--- src/sv/bth_pkg.sv ---
// Shared types, widths and the divider step for the BGR to HSV pixel core.
package bth_pkg;

  localparam int unsigned ChW       = 8;   // channel width
  localparam int unsigned DvdW      = 11;  // hue dividend, up to 7 * range
  localparam int unsigned NumHW     = 19;  // hue numerator, dividend * 255
  localparam int unsigned DenHW     = 11;  // hue denominator, 6 * range
  localparam int unsigned NumSW     = 16;  // saturation numerator, range * 255
  localparam int unsigned QuoW      = 9;   // quotient bits, hue reaches 297
  localparam int unsigned DivStages = QuoW + 1;      // prep entry plus one per quotient bit
  localparam int unsigned NumVld    = DivStages + 2; // front stage, divider, output
  localparam int unsigned WordW     = 3 * ChW;

  typedef struct packed {
    logic [NumHW-1:0] rem_h;
    logic [DenHW-1:0] den_h;
    logic [QuoW-1:0]  quo_h;
    logic [NumSW-1:0] rem_s;
    logic [ChW-1:0]   den_s;
    logic [QuoW-1:0]  quo_s;
    logic [ChW-1:0]   bright;
    logic             hue_zero;
    logic             sat_zero;
  } div_stage_t;

  // One restoring step on both dividers: resolve quotient bit bitpos.
  function automatic div_stage_t div_step(div_stage_t s, int unsigned bitpos);
    div_stage_t       r;
    logic [NumHW:0]   den_h_sh;
    logic [NumSW:0]   den_s_sh;
    r        = s;
    den_h_sh = (NumHW+1)'(s.den_h) << bitpos;
    den_s_sh = (NumSW+1)'(s.den_s) << bitpos;
    if ({1'b0, s.rem_h} >= den_h_sh) begin
      r.rem_h         = NumHW'({1'b0, s.rem_h} - den_h_sh);
      r.quo_h[bitpos] = 1'b1;
    end
    if ({1'b0, s.rem_s} >= den_s_sh) begin
      r.rem_s         = NumSW'({1'b0, s.rem_s} - den_s_sh);
      r.quo_s[bitpos] = 1'b1;
    end
    return r;
  endfunction

endpackage

--- src/sv/bgr_to_hsv_pixel_core.sv ---
// BGR to HSV pixel converter: 8-bit hue, saturation and brightness from one pixel.
// Takes one word per clock while the output side is not stalled and returns one
// word per pixel. Two restoring dividers (hue and saturation) resolve one
// quotient bit per stage over nine stages, behind a max/min stage and a
// numerator prep stage.
// Each stage has its own valid bit, so bubbles close up and a stalled output
// holds the pipe without loss. Grey pixels give hue 0, black pixels saturation 0.
module bgr_to_hsv_pixel_core
  import bth_pkg::*;
(
  input  logic             clk_i,
  input  logic             rst_ni,
  input  logic             s_axis_tvalid,
  output logic             s_axis_tready,
  input  logic [WordW-1:0] s_axis_tdata,   // blue [7:0], green [15:8], red [23:16]
  output logic             m_axis_tvalid,
  input  logic             m_axis_tready,
  output logic [WordW-1:0] m_axis_tdata    // hue [7:0], saturation [15:8], brightness [23:16]
);

  logic [ChW-1:0]  blue, green, red;
  logic [ChW-1:0]  mx, mn, rng;
  logic [DvdW-1:0] dvd;

  logic [ChW-1:0]  mx_q, rng_q;
  logic [DvdW-1:0] dvd_q;

  div_stage_t prep;
  div_stage_t stage_q [DivStages];
  div_stage_t stage_d [DivStages-1];

  logic [NumVld-1:0] vld_q, vld_d, en;
  logic [WordW-1:0]  out_q, out_d;

  assign blue  = s_axis_tdata[ChW-1:0];
  assign green = s_axis_tdata[2*ChW-1:ChW];
  assign red   = s_axis_tdata[3*ChW-1:2*ChW];

  // Front stage: max, min, range and the hue dividend for the winning channel.
  always_comb begin
    mx = (red > green) ? red : green;
    if (blue > mx) mx = blue;
    mn = (red < green) ? red : green;
    if (blue < mn) mn = blue;
    rng = mx - mn;
    if (red == mx) begin
      dvd = DvdW'(green) + DvdW'({rng, 2'b00}) + DvdW'({rng, 1'b0}) - DvdW'(blue);
    end else if (green == mx) begin
      dvd = DvdW'(blue) + DvdW'({rng, 1'b0}) - DvdW'(red);
    end else begin
      dvd = DvdW'(red) + DvdW'({rng, 2'b00}) - DvdW'(green);
    end
  end

  // Prep: numerators times 255 by shift and subtract, hue denominator 6 * range.
  always_comb begin
    prep          = '0;
    prep.rem_h    = NumHW'({dvd_q, 8'b0}) - NumHW'(dvd_q);
    prep.den_h    = DenHW'({rng_q, 2'b00}) + DenHW'({rng_q, 1'b0});
    prep.rem_s    = NumSW'({rng_q, 8'b0}) - NumSW'(rng_q);
    prep.den_s    = mx_q;
    prep.bright   = mx_q;
    prep.hue_zero = (rng_q == '0);
    prep.sat_zero = (mx_q == '0);
  end

  always_comb begin
    for (int j = 0; j < DivStages - 1; j++) begin
      stage_d[j] = div_step(stage_q[j], QuoW - 1 - j);
    end
  end

  always_comb begin
    out_d[ChW-1:0]       = stage_q[DivStages-1].hue_zero ? '0
                                                         : stage_q[DivStages-1].quo_h[ChW-1:0];
    out_d[2*ChW-1:ChW]   = stage_q[DivStages-1].sat_zero ? '0
                                                         : stage_q[DivStages-1].quo_s[ChW-1:0];
    out_d[3*ChW-1:2*ChW] = stage_q[DivStages-1].bright;
  end

  // A stage may load when it is empty or its successor loads.
  always_comb begin
    en[NumVld-1] = !vld_q[NumVld-1] || m_axis_tready;
    for (int k = NumVld - 2; k >= 0; k--) begin
      en[k] = !vld_q[k] || en[k+1];
    end
    vld_d[0] = en[0] ? s_axis_tvalid : vld_q[0];
    for (int k = 1; k < NumVld; k++) begin
      vld_d[k] = en[k] ? vld_q[k-1] : vld_q[k];
    end
  end

  always_ff @(posedge clk_i or negedge rst_ni) begin
    if (!rst_ni) begin
      vld_q <= '0;
    end else begin
      vld_q <= vld_d;
    end
  end

  always_ff @(posedge clk_i) begin
    if (en[0]) begin
      mx_q  <= mx;
      rng_q <= rng;
      dvd_q <= dvd;
    end
    if (en[1]) begin
      stage_q[0] <= prep;
    end
    for (int j = 0; j < DivStages - 1; j++) begin
      if (en[j+2]) begin
        stage_q[j+1] <= stage_d[j];
      end
    end
    if (en[NumVld-1]) begin
      out_q <= out_d;
    end
  end

  assign s_axis_tready = en[0];
  assign m_axis_tvalid = vld_q[NumVld-1];
  assign m_axis_tdata  = out_q;

`ifndef SYNTH
  a_black_is_zero: assert property (@(posedge clk_i) disable iff (!rst_ni)
    (m_axis_tvalid && (m_axis_tdata[3*ChW-1:2*ChW] == '0)) |->
      (m_axis_tdata[2*ChW-1:0] == '0))
    else $error("black pixel must give zero hue and saturation");

  a_hue_quo_range: assert property (@(posedge clk_i) disable iff (!rst_ni)
    (vld_q[NumVld-2] && !stage_q[DivStages-1].hue_zero) |->
      (stage_q[DivStages-1].quo_h <= QuoW'(297)))
    else $error("hue quotient out of range");

  a_sat_quo_range: assert property (@(posedge clk_i) disable iff (!rst_ni)
    (vld_q[NumVld-2] && !stage_q[DivStages-1].sat_zero) |->
      (stage_q[DivStages-1].quo_s[QuoW-1] == 1'b0))
    else $error("saturation quotient overflow");

  a_ready_when_empty: assert property (@(posedge clk_i) disable iff (!rst_ni)
    !m_axis_tvalid |-> s_axis_tready)
    else $error("input stalled with empty output stage");

  a_hold_last_stage: assert property (@(posedge clk_i) disable iff (!rst_ni)
    (vld_q[NumVld-2] && !en[NumVld-1]) |=> vld_q[NumVld-2])
    else $error("divider output dropped during stall");
`endif

endmodule
--- config.mk ---
export PLATFORM = sky130hd
export DESIGN_NAME = bgr_to_hsv_pixel_core
export DESIGN_NICKNAME = d
export VERILOG_FILES = /design/src/sv/bth_pkg.sv /design/src/sv/bgr_to_hsv_pixel_core.sv
export SDC_FILE = /design/constraint.sdc
export NUM_CORES = 1
export LEC_CHECK = 0
export BUFFER_PORTS_ARGS = -buffer_cell sky130_fd_sc_hd__buf_2
export CAP_MARGIN = 20
export CORE_MARGIN = 4
export CORE_UTILIZATION = 58
export CTS_CLUSTER_SIZE = 20
export DETAILED_ROUTE_END_ITERATION = 6
export HOLD_SLACK_MARGIN = 0.06
export PLACE_DENSITY_LB_ADDON = 0.08
export RECOVER_POWER = 100
export SETUP_SLACK_MARGIN = 0.4
export SYNTH_ARGS = -nofsm -noshare
export SYNTH_HDL_FRONTEND = slang
export SYNTH_SLANG_ARGS = --single-unit
--- constraint.sdc ---
create_clock -name clk_i -period 7.1 [get_ports clk_i]
set_input_delay 0.355 -clock clk_i [delete_from_list [all_inputs] [get_ports clk_i]]
set_output_delay 0.355 -clock clk_i [all_outputs]
set_load 0.01 [all_outputs]
=== After elaboration in Yosys (flattened, before gate mapping) ===
Memories as Yosys holds them, arrays and structs flattened.
Index checks and enable logic that the tools add are counted.

* Add/subtract/negate cells: 29
* Order comparisons: 22
* Multiplexer cells: 62
* Eq/ne operators: 2
* Reduce and logical (&&, ||, !) cells: 26

{| class="wikitable"
|+ Operator list
! kind !! count
|-
| 19-bit two-way mux || 9
|-
| 16-bit two-way mux || 9
|-
| 1-bit two-way mux || 38
|-
| 19-bit by 11-bit subtractor with 19-bit output || 2
|-
| 8-bit two-way mux || 4
|-
| 16-bit by 8-bit subtractor with 16-bit output || 2
|-
| 8-bit by 10-bit adder with 11-bit output || 2
|-
| 11-bit two-way mux || 2
|-
| 11-bit by 8-bit subtractor with 11-bit output || 2
|-
| 19-bit by 11-bit >= comparator with 1-bit output || 1
|-
| 19-bit by 12-bit >= comparator with 1-bit output || 1
|-
| 19-bit by 13-bit >= comparator with 1-bit output || 1
|-
| 19-bit by 14-bit >= comparator with 1-bit output || 1
|-
| 19-bit by 15-bit >= comparator with 1-bit output || 1
|-
| 19-bit by 16-bit >= comparator with 1-bit output || 1
|-
| 19-bit by 17-bit >= comparator with 1-bit output || 1
|-
| 19-bit by 18-bit >= comparator with 1-bit output || 1
|-
| 19-bit >= comparator || 1
|-
| 19-bit by 12-bit subtractor with 19-bit output || 1
|-
| 19-bit by 13-bit subtractor with 19-bit output || 1
|-
| 19-bit by 14-bit subtractor with 19-bit output || 1
|-
| 19-bit by 15-bit subtractor with 19-bit output || 1
|-
| 19-bit by 16-bit subtractor with 19-bit output || 1
|-
| 19-bit by 17-bit subtractor with 19-bit output || 1
|-
| other kinds (30) || 56
|}

* Output and inout bits: 26
* Input port bits: 28
* Register bits after elaboration: 63
* Bits in writable memories: 820
* Memories kept: 1
* Logic and storage cells: 160

{| class="wikitable"
|+ Memory list
! memory !! words !! width !! read ports !! clocked after memory_dff !! write ports !! RTL line !! text
|-
| stage_q || 10 || 82 || 10 || 0 || 10 || bgr_to_hsv_pixel_core.sv:29 || <nowiki>div_stage_t stage_q [DivStages];</nowiki>
|}

=== Depth between registers and ports, before layout ===
* Depth after elaboration: 14
* Gate-level depth with buffers: 41
* Mapped depth without buffers: 39

=== Worst setup path before layout ===
OpenSTA, ideal clock, no wires.

* Kind: input to register
* Start point: input s_axis_tdata[16]
* End point: register dvd_q[10] (data pin)
* Data arrival time: 7.518 ns
* Stages on the path: 37
* Slack: -0.683 ns
* Library setup time: 0.265 ns
* Required time: 6.835 ns
* Buffers on the path: 0
* Path through: inv_1 -> ha_1 -> inv_1 -> fa_1 -> a211oi_2 -> nor3_2 -> o21ai_1 -> mux2i_1 -> ha_1 -> a21oi_1 -> o21ai_0 -> a21o_1 -> o41a_2 -> nand2_4 -> mux2i_1 -> ha_1 -> fa_1 -> inv_1 -> xnor2_1 -> inv_1 -> fa_1 -> inv_1 -> fa_1 -> inv_1 -> ha_1 -> a21o_1 -> a21oi_1 -> o21bai_1 -> a21oi_1 -> nor2b_1 -> nor2_1 -> nor2_1 -> nor2_1 -> xor2_1 -> nand2_1 -> o21ai_0 -> nor3b_1

* Cells in the longest elaborated chain, start to end: 9
* Elaborated cells between the ends (all ways): 20
* Classes of those cells: add/sub: 8; order compare: 4; eq/ne: 2; mux: 6

{| class="wikitable"
|+ Ends and longest elaborated chain
! what !! RTL line !! text
|-
| from (decl) || bgr_to_hsv_pixel_core.sv:15 || <nowiki>input logic [WordW-1:0] s_axis_tdata,</nowiki>
|-
| 8-bit > comparator / 8-bit less-than comparator (equally long branches) || bgr_to_hsv_pixel_core.sv:41, bgr_to_hsv_pixel_core.sv:43 ||
|-
| 8-bit two-way mux, on equally long branches || bgr_to_hsv_pixel_core.sv:41, bgr_to_hsv_pixel_core.sv:43 ||
|-
| 8-bit > comparator / 8-bit less-than comparator (equally long branches) || bgr_to_hsv_pixel_core.sv:42, bgr_to_hsv_pixel_core.sv:44 ||
|-
| 8-bit two-way mux, on equally long branches || bgr_to_hsv_pixel_core.sv:42, bgr_to_hsv_pixel_core.sv:44 ||
|-
| 8-bit subtractor (*) || bgr_to_hsv_pixel_core.sv:45 || <nowiki>rng = mx - mn;</nowiki>
|-
| named net rng[2] || bgr_to_hsv_pixel_core.sv:22 || <nowiki>logic [ChW-1:0] mx, mn, rng;</nowiki>
|-
| 8-bit by 10-bit adder with 11-bit output, or another cell as far along || bgr_to_hsv_pixel_core.sv:47 || <nowiki>dvd = DvdW'(green) + DvdW'({rng, 2'b00}) + DvdW'({rng, 1'b0}) - DvdW'(blue);</nowiki>
|-
| 11-bit by 9-bit adder with 11-bit output, or another cell as far along || bgr_to_hsv_pixel_core.sv:47 ||
|-
| 11-bit by 8-bit subtractor with 11-bit output / 11-bit two-way mux (equally long branches) || bgr_to_hsv_pixel_core.sv:47, bgr_to_hsv_pixel_core.sv:48 ||
|-
| 11-bit two-way mux (*) || bgr_to_hsv_pixel_core.sv:46 || <nowiki>if (red == mx) begin</nowiki>
|-
| named net dvd[10] || bgr_to_hsv_pixel_core.sv:23 || <nowiki>logic [DvdW-1:0] dvd;</nowiki>
|-
| to (signal assigned) || bgr_to_hsv_pixel_core.sv:105 || <nowiki>dvd_q <= dvd;</nowiki>
|-
| to (decl) || bgr_to_hsv_pixel_core.sv:26 || <nowiki>logic [DvdW-1:0] dvd_q;</nowiki>
|}

Mark *: on every way through the listed nets, which the timed path passes. The rest lies on a longest branch.
A chain may end at the register's enable or synchronous reset.

=== Final worst setup path ===
* Start point: input s_axis_tdata[16]
* End point: register dvd_q[10] (data pin)

* Cells in the longest elaborated chain, start to end: 9
* Elaborated cells between the ends (all ways): 20
* Classes of those cells: add/sub: 8; order compare: 4; eq/ne: 2; mux: 6

{| class="wikitable"
|+ Ends and longest elaborated chain
! what !! RTL line
|-
| 8-bit > comparator / 8-bit less-than comparator (equally long branches) || bgr_to_hsv_pixel_core.sv:41, bgr_to_hsv_pixel_core.sv:43
|-
| 8-bit two-way mux, on equally long branches || bgr_to_hsv_pixel_core.sv:41, bgr_to_hsv_pixel_core.sv:43
|-
| 8-bit > comparator / 8-bit less-than comparator (equally long branches) || bgr_to_hsv_pixel_core.sv:42, bgr_to_hsv_pixel_core.sv:44
|-
| 8-bit two-way mux, on equally long branches || bgr_to_hsv_pixel_core.sv:42, bgr_to_hsv_pixel_core.sv:44
|-
| 8-bit subtractor || bgr_to_hsv_pixel_core.sv:45
|-
| 8-bit by 10-bit adder with 11-bit output, or another cell as far along || bgr_to_hsv_pixel_core.sv:47
|-
| 11-bit by 9-bit adder with 11-bit output, or another cell as far along || bgr_to_hsv_pixel_core.sv:47
|-
| 11-bit by 8-bit subtractor with 11-bit output / 11-bit two-way mux (equally long branches) || bgr_to_hsv_pixel_core.sv:47, bgr_to_hsv_pixel_core.sv:48
|-
| 11-bit two-way mux (*) || bgr_to_hsv_pixel_core.sv:46
|-
| named net dvd[10] || bgr_to_hsv_pixel_core.sv:23
|}

Marked as above.

==> flow_metrics.tcl <==
set metrics [dict create \
    status "finished with violations" \
    violations "capacitance limit, slew limit" \
    io_buffer_count 53 \
    grt_usage 0.209 \
    slowest_delay_ns 0.54 \
    worst_pin_slew_ns 2.83 \
    reg2reg_depth 12 \
    dr.pass1.iters 5 \
    holdWs_ns 0.379 \
    start_util 0.586 \
    crit_arrival_ns 7.01 \
    r2r-end "stage_q[1][68]$_DFFE_PP_" \
    most-common-layout-cells "edfxtp_1 (611), inv_1 (340), ha_1 (240)" \
    worstPathMaxFanout 4 \
    antennaDiodeCount 0 \
    async_reset_ff_frac 0.0193 \
    fin_skew_ns 0.0231 \
    slew_violations 262 \
    layout.nets 3268 \
    synth_cells 2723 \
    die-area_mm2 0.0609 \
    r2r-start "vld_q[11]$_DFFE_PN0P_" \
    cts_buffers 66 \
    die_h_um 247 \
    grt-ovfl-total 0 \
    layout_commonest_cell "edfxtp_1" \
    ant_nets 0 \
    clockRootBuffer "clkbuf_16" \
    ios 54 \
    instances_no_fill 3755 \
    ff2ff_setup_slack_ns 0.98 \
    worstSetupEndpointType "flip-flop" \
    period_share 0.941 \
    worstHoldStart "s_axis_tdata[4]" \
    clock_latency_ns 0.60 \
    syn-num-nets 3044 \
    worstHoldPathType "primary input to flip-flop" \
    clockBufferDepth 3 \
    rows 87 \
    wirelength_um 62800 \
    clk_pin_slew_ns 0.06 \
    grt_pass1_wl_um 102000 \
    dp_cells 3625 \
    first_global_vias 21300 \
    final_hold_viol_count 0 \
    cts_tree "done" \
    ctsHtreeMaxLevel 3 \
    syn-mean-instance-area_um2 12.1 \
    first_iter_violations 982 \
    post_drt_wl_per_cell_um 16.7 \
    syn_area_mm2 0.0331 \
    ys_seq_area_frac 0.564 \
    die_w_um 247 \
    cap_violations 9 \
    areaGrowthSynthToFinish_pct 13.5 \
    min_delay_path_depth 4 \
    yosysWarnings 0 \
    synth_cell_types 82 \
    rsz0062_at_grt "true" \
    drcViolationCount 0 \
    critPathSlowestCell "fa_1" \
    synth_edf_count 611 \
    clock.fmax_ghz 0.150 \
    post-place-ws_ns -0.277 \
    cts.sinks 623 \
    min_period_ns 6.68 \
    layout_setup_ws_ns 0.421 \
    vias_per_cell 5.44 \
    cp-start-kind "primary input" \
    ys_seq_elements 623 \
    grt_max_degree 64 \
    synth_ff_type "edfxtp_1" \
    setup_violations 0 \
    vias 20443 \
    fin_tns_setup_ns 0 \
    critPathRequiredTime_ns 7.43 \
    setup.worst_path.class "primary input to flip-flop" \
    fill_cells 4210 \
    routabilityCongestion 0.894 \
    core_mm2 0.0564 \
    hpwl_um 49100 \
    antenna_found_initial 0 \
    drive_gt1_frac 0.116 \
    slew_headroom -0.885 \
    min_to "mx_q[4]$_DFFE_PP_" \
]
[cells in the mapped netlist (3+ instances only)]
| cell | n | share of area |
|---|---|---|
| a31oi_1 | 6 | 0.0011 |
| ha_1 | 247 | 0.093 |
| nor3b_1 | 8 | 0.0018 |
| edfxtp_1 | 611 | 0.56 |
| clkbuf_1 | 29 | 0.0033 |
| fa_1 | 46 | 0.028 |
| xnor2_1 | 148 | 0.039 |
| o21a_1 | 6 | 0.0014 |
| a21oi_1 | 184 | 0.028 |
| o2111ai_1 | 3 | 0.00079 |
| a22oi_1 | 4 | 0.00091 |
| and4_1 | 3 | 0.00079 |
| or3_1 | 9 | 0.0017 |
| o21ai_0 | 125 | 0.019 |
| o21bai_1 | 11 | 0.0025 |
| nand3_1 | 20 | 0.0030 |
| and3_1 | 3 | 0.00057 |
| inv_1 | 348 | 0.040 |
| or4b_2 | 3 | 0.00091 |
| o21ai_1 | 7 | 0.0011 |
| nand2b_1 | 54 | 0.010 |
| a21o_1 | 87 | 0.020 |
| nand3b_1 | 3 | 0.00068 |
| nand2_1 | 135 | 0.015 |
| nor2_1 | 185 | 0.021 |
| and4b_1 | 3 | 0.00091 |
| a21boi_0 | 26 | 0.0059 |
| dfrtp_1 | 12 | 0.0091 |
| nor4b_1 | 10 | 0.0026 |
| o211ai_1 | 5 | 0.0011 |
| nand4_1 | 25 | 0.0047 |
| or4_1 | 11 | 0.0025 |
| and2_1 | 9 | 0.0017 |
| nor4_1 | 28 | 0.0053 |
| nor2b_1 | 59 | 0.011 |
| or2_2 | 9 | 0.0017 |
| mux2_2 | 19 | 0.0065 |
| mux2i_1 | 20 | 0.0061 |
| xor2_1 | 67 | 0.018 |
| a211oi_1 | 13 | 0.0030 |
| nand4b_1 | 10 | 0.0026 |
| nor3_1 | 39 | 0.0059 |
| o31ai_1 | 19 | 0.0043 |
[per-layer routing]
metal / wire, µm / track usage / up-vias
li1: - / - / 10168
met1: 23600 / 0.219 / 9734
met2: 34500 / 0.413 / 385
met3: 2010 / 0.0278 / 156
met4: 2680 / 0.0929 / 0
met5: 0 / 0 / -
[state kept, by name (all words and copies together), names as in the netlist]
name / flops
vld_q: 12
m_axis_tdata: 24
rng_q: 8
dvd_q: 11
mx_q: 8
stage_q: 560
[logic make-up (layout without fill, tap and decap cells)]
kind of cell	after synthesis	in the layout	share of synthesized area
XOR/XNOR	217	217	0.0579
buffers and inverters	383	659	0.0437
multiplexers	39	39	0.0125
flip-flops	623	623	0.564
AND/OR/NAND/NOR	640	640	0.0996
AO/OA/AOI/OAI	528	528	0.101
adder cells (fa/ha/maj)	293	293	0.121
[final cells by class]
type / count / area [µm²] / area share
multi-input combinational: 1717 / 13300 / 0.354
tap: 756 / 946 / 0.0252
timing repair buffer: 190 / 1240 / 0.0331
clock inverter: 34 / 294 / 0.00784
clock buffer: 86 / 1790 / 0.0477
inverter: 349 / 1330 / 0.0354
sequential: 623 / 18600 / 0.497
[worst max path at each step]
stage	to	start
global route	dvd_q[10]$_DFFE_PP_	s_axis_tdata[16]
finish	dvd_q[10]$_DFFE_PP_	s_axis_tdata[16]
CTS	dvd_q[9]$_DFFE_PP_	s_axis_tdata[16]
detailed placement	dvd_q[10]$_DFFE_PP_	s_axis_tdata[16]
global placement	dvd_q[10]$_DFFE_PP_	s_axis_tdata[16]
floorplan	dvd_q[10]$_DFFE_PP_	s_axis_tdata[16]
[worst max-delay path: cells and delay by family]
family	cells	cell delay (ns)
buf+inv	4	0.24
xor+xnor	1	0.16
mux	2	0.54
compound gates	11	2.30
fa+ha+maj	8	2.76
simple gates	8	0.65
[through the flow]
stage / cell area, µm² / util
3_5_place_dp: 35300 / 0.626
4_1_cts: 37400 / 0.664
6_report: 37500 / 0.665
5_1_grt: 37500 / 0.665
2_1_floorplan: 33300 / -
3_3_place_gp: 35300 / 0.626
[what timing repair did]
action                                  4_1_cts  5_1_grt
endpoints found under the hold margin        13        0
endpoints found under the setup margin        2        4
resized for setup                             4       30
hold buffers                                  2        0
pin swaps                                     5       36
buffers inserted                              0        4
Power is not shown: default switching activity piles up to over one toggle a cycle in this logic, so the estimate is an artifact.
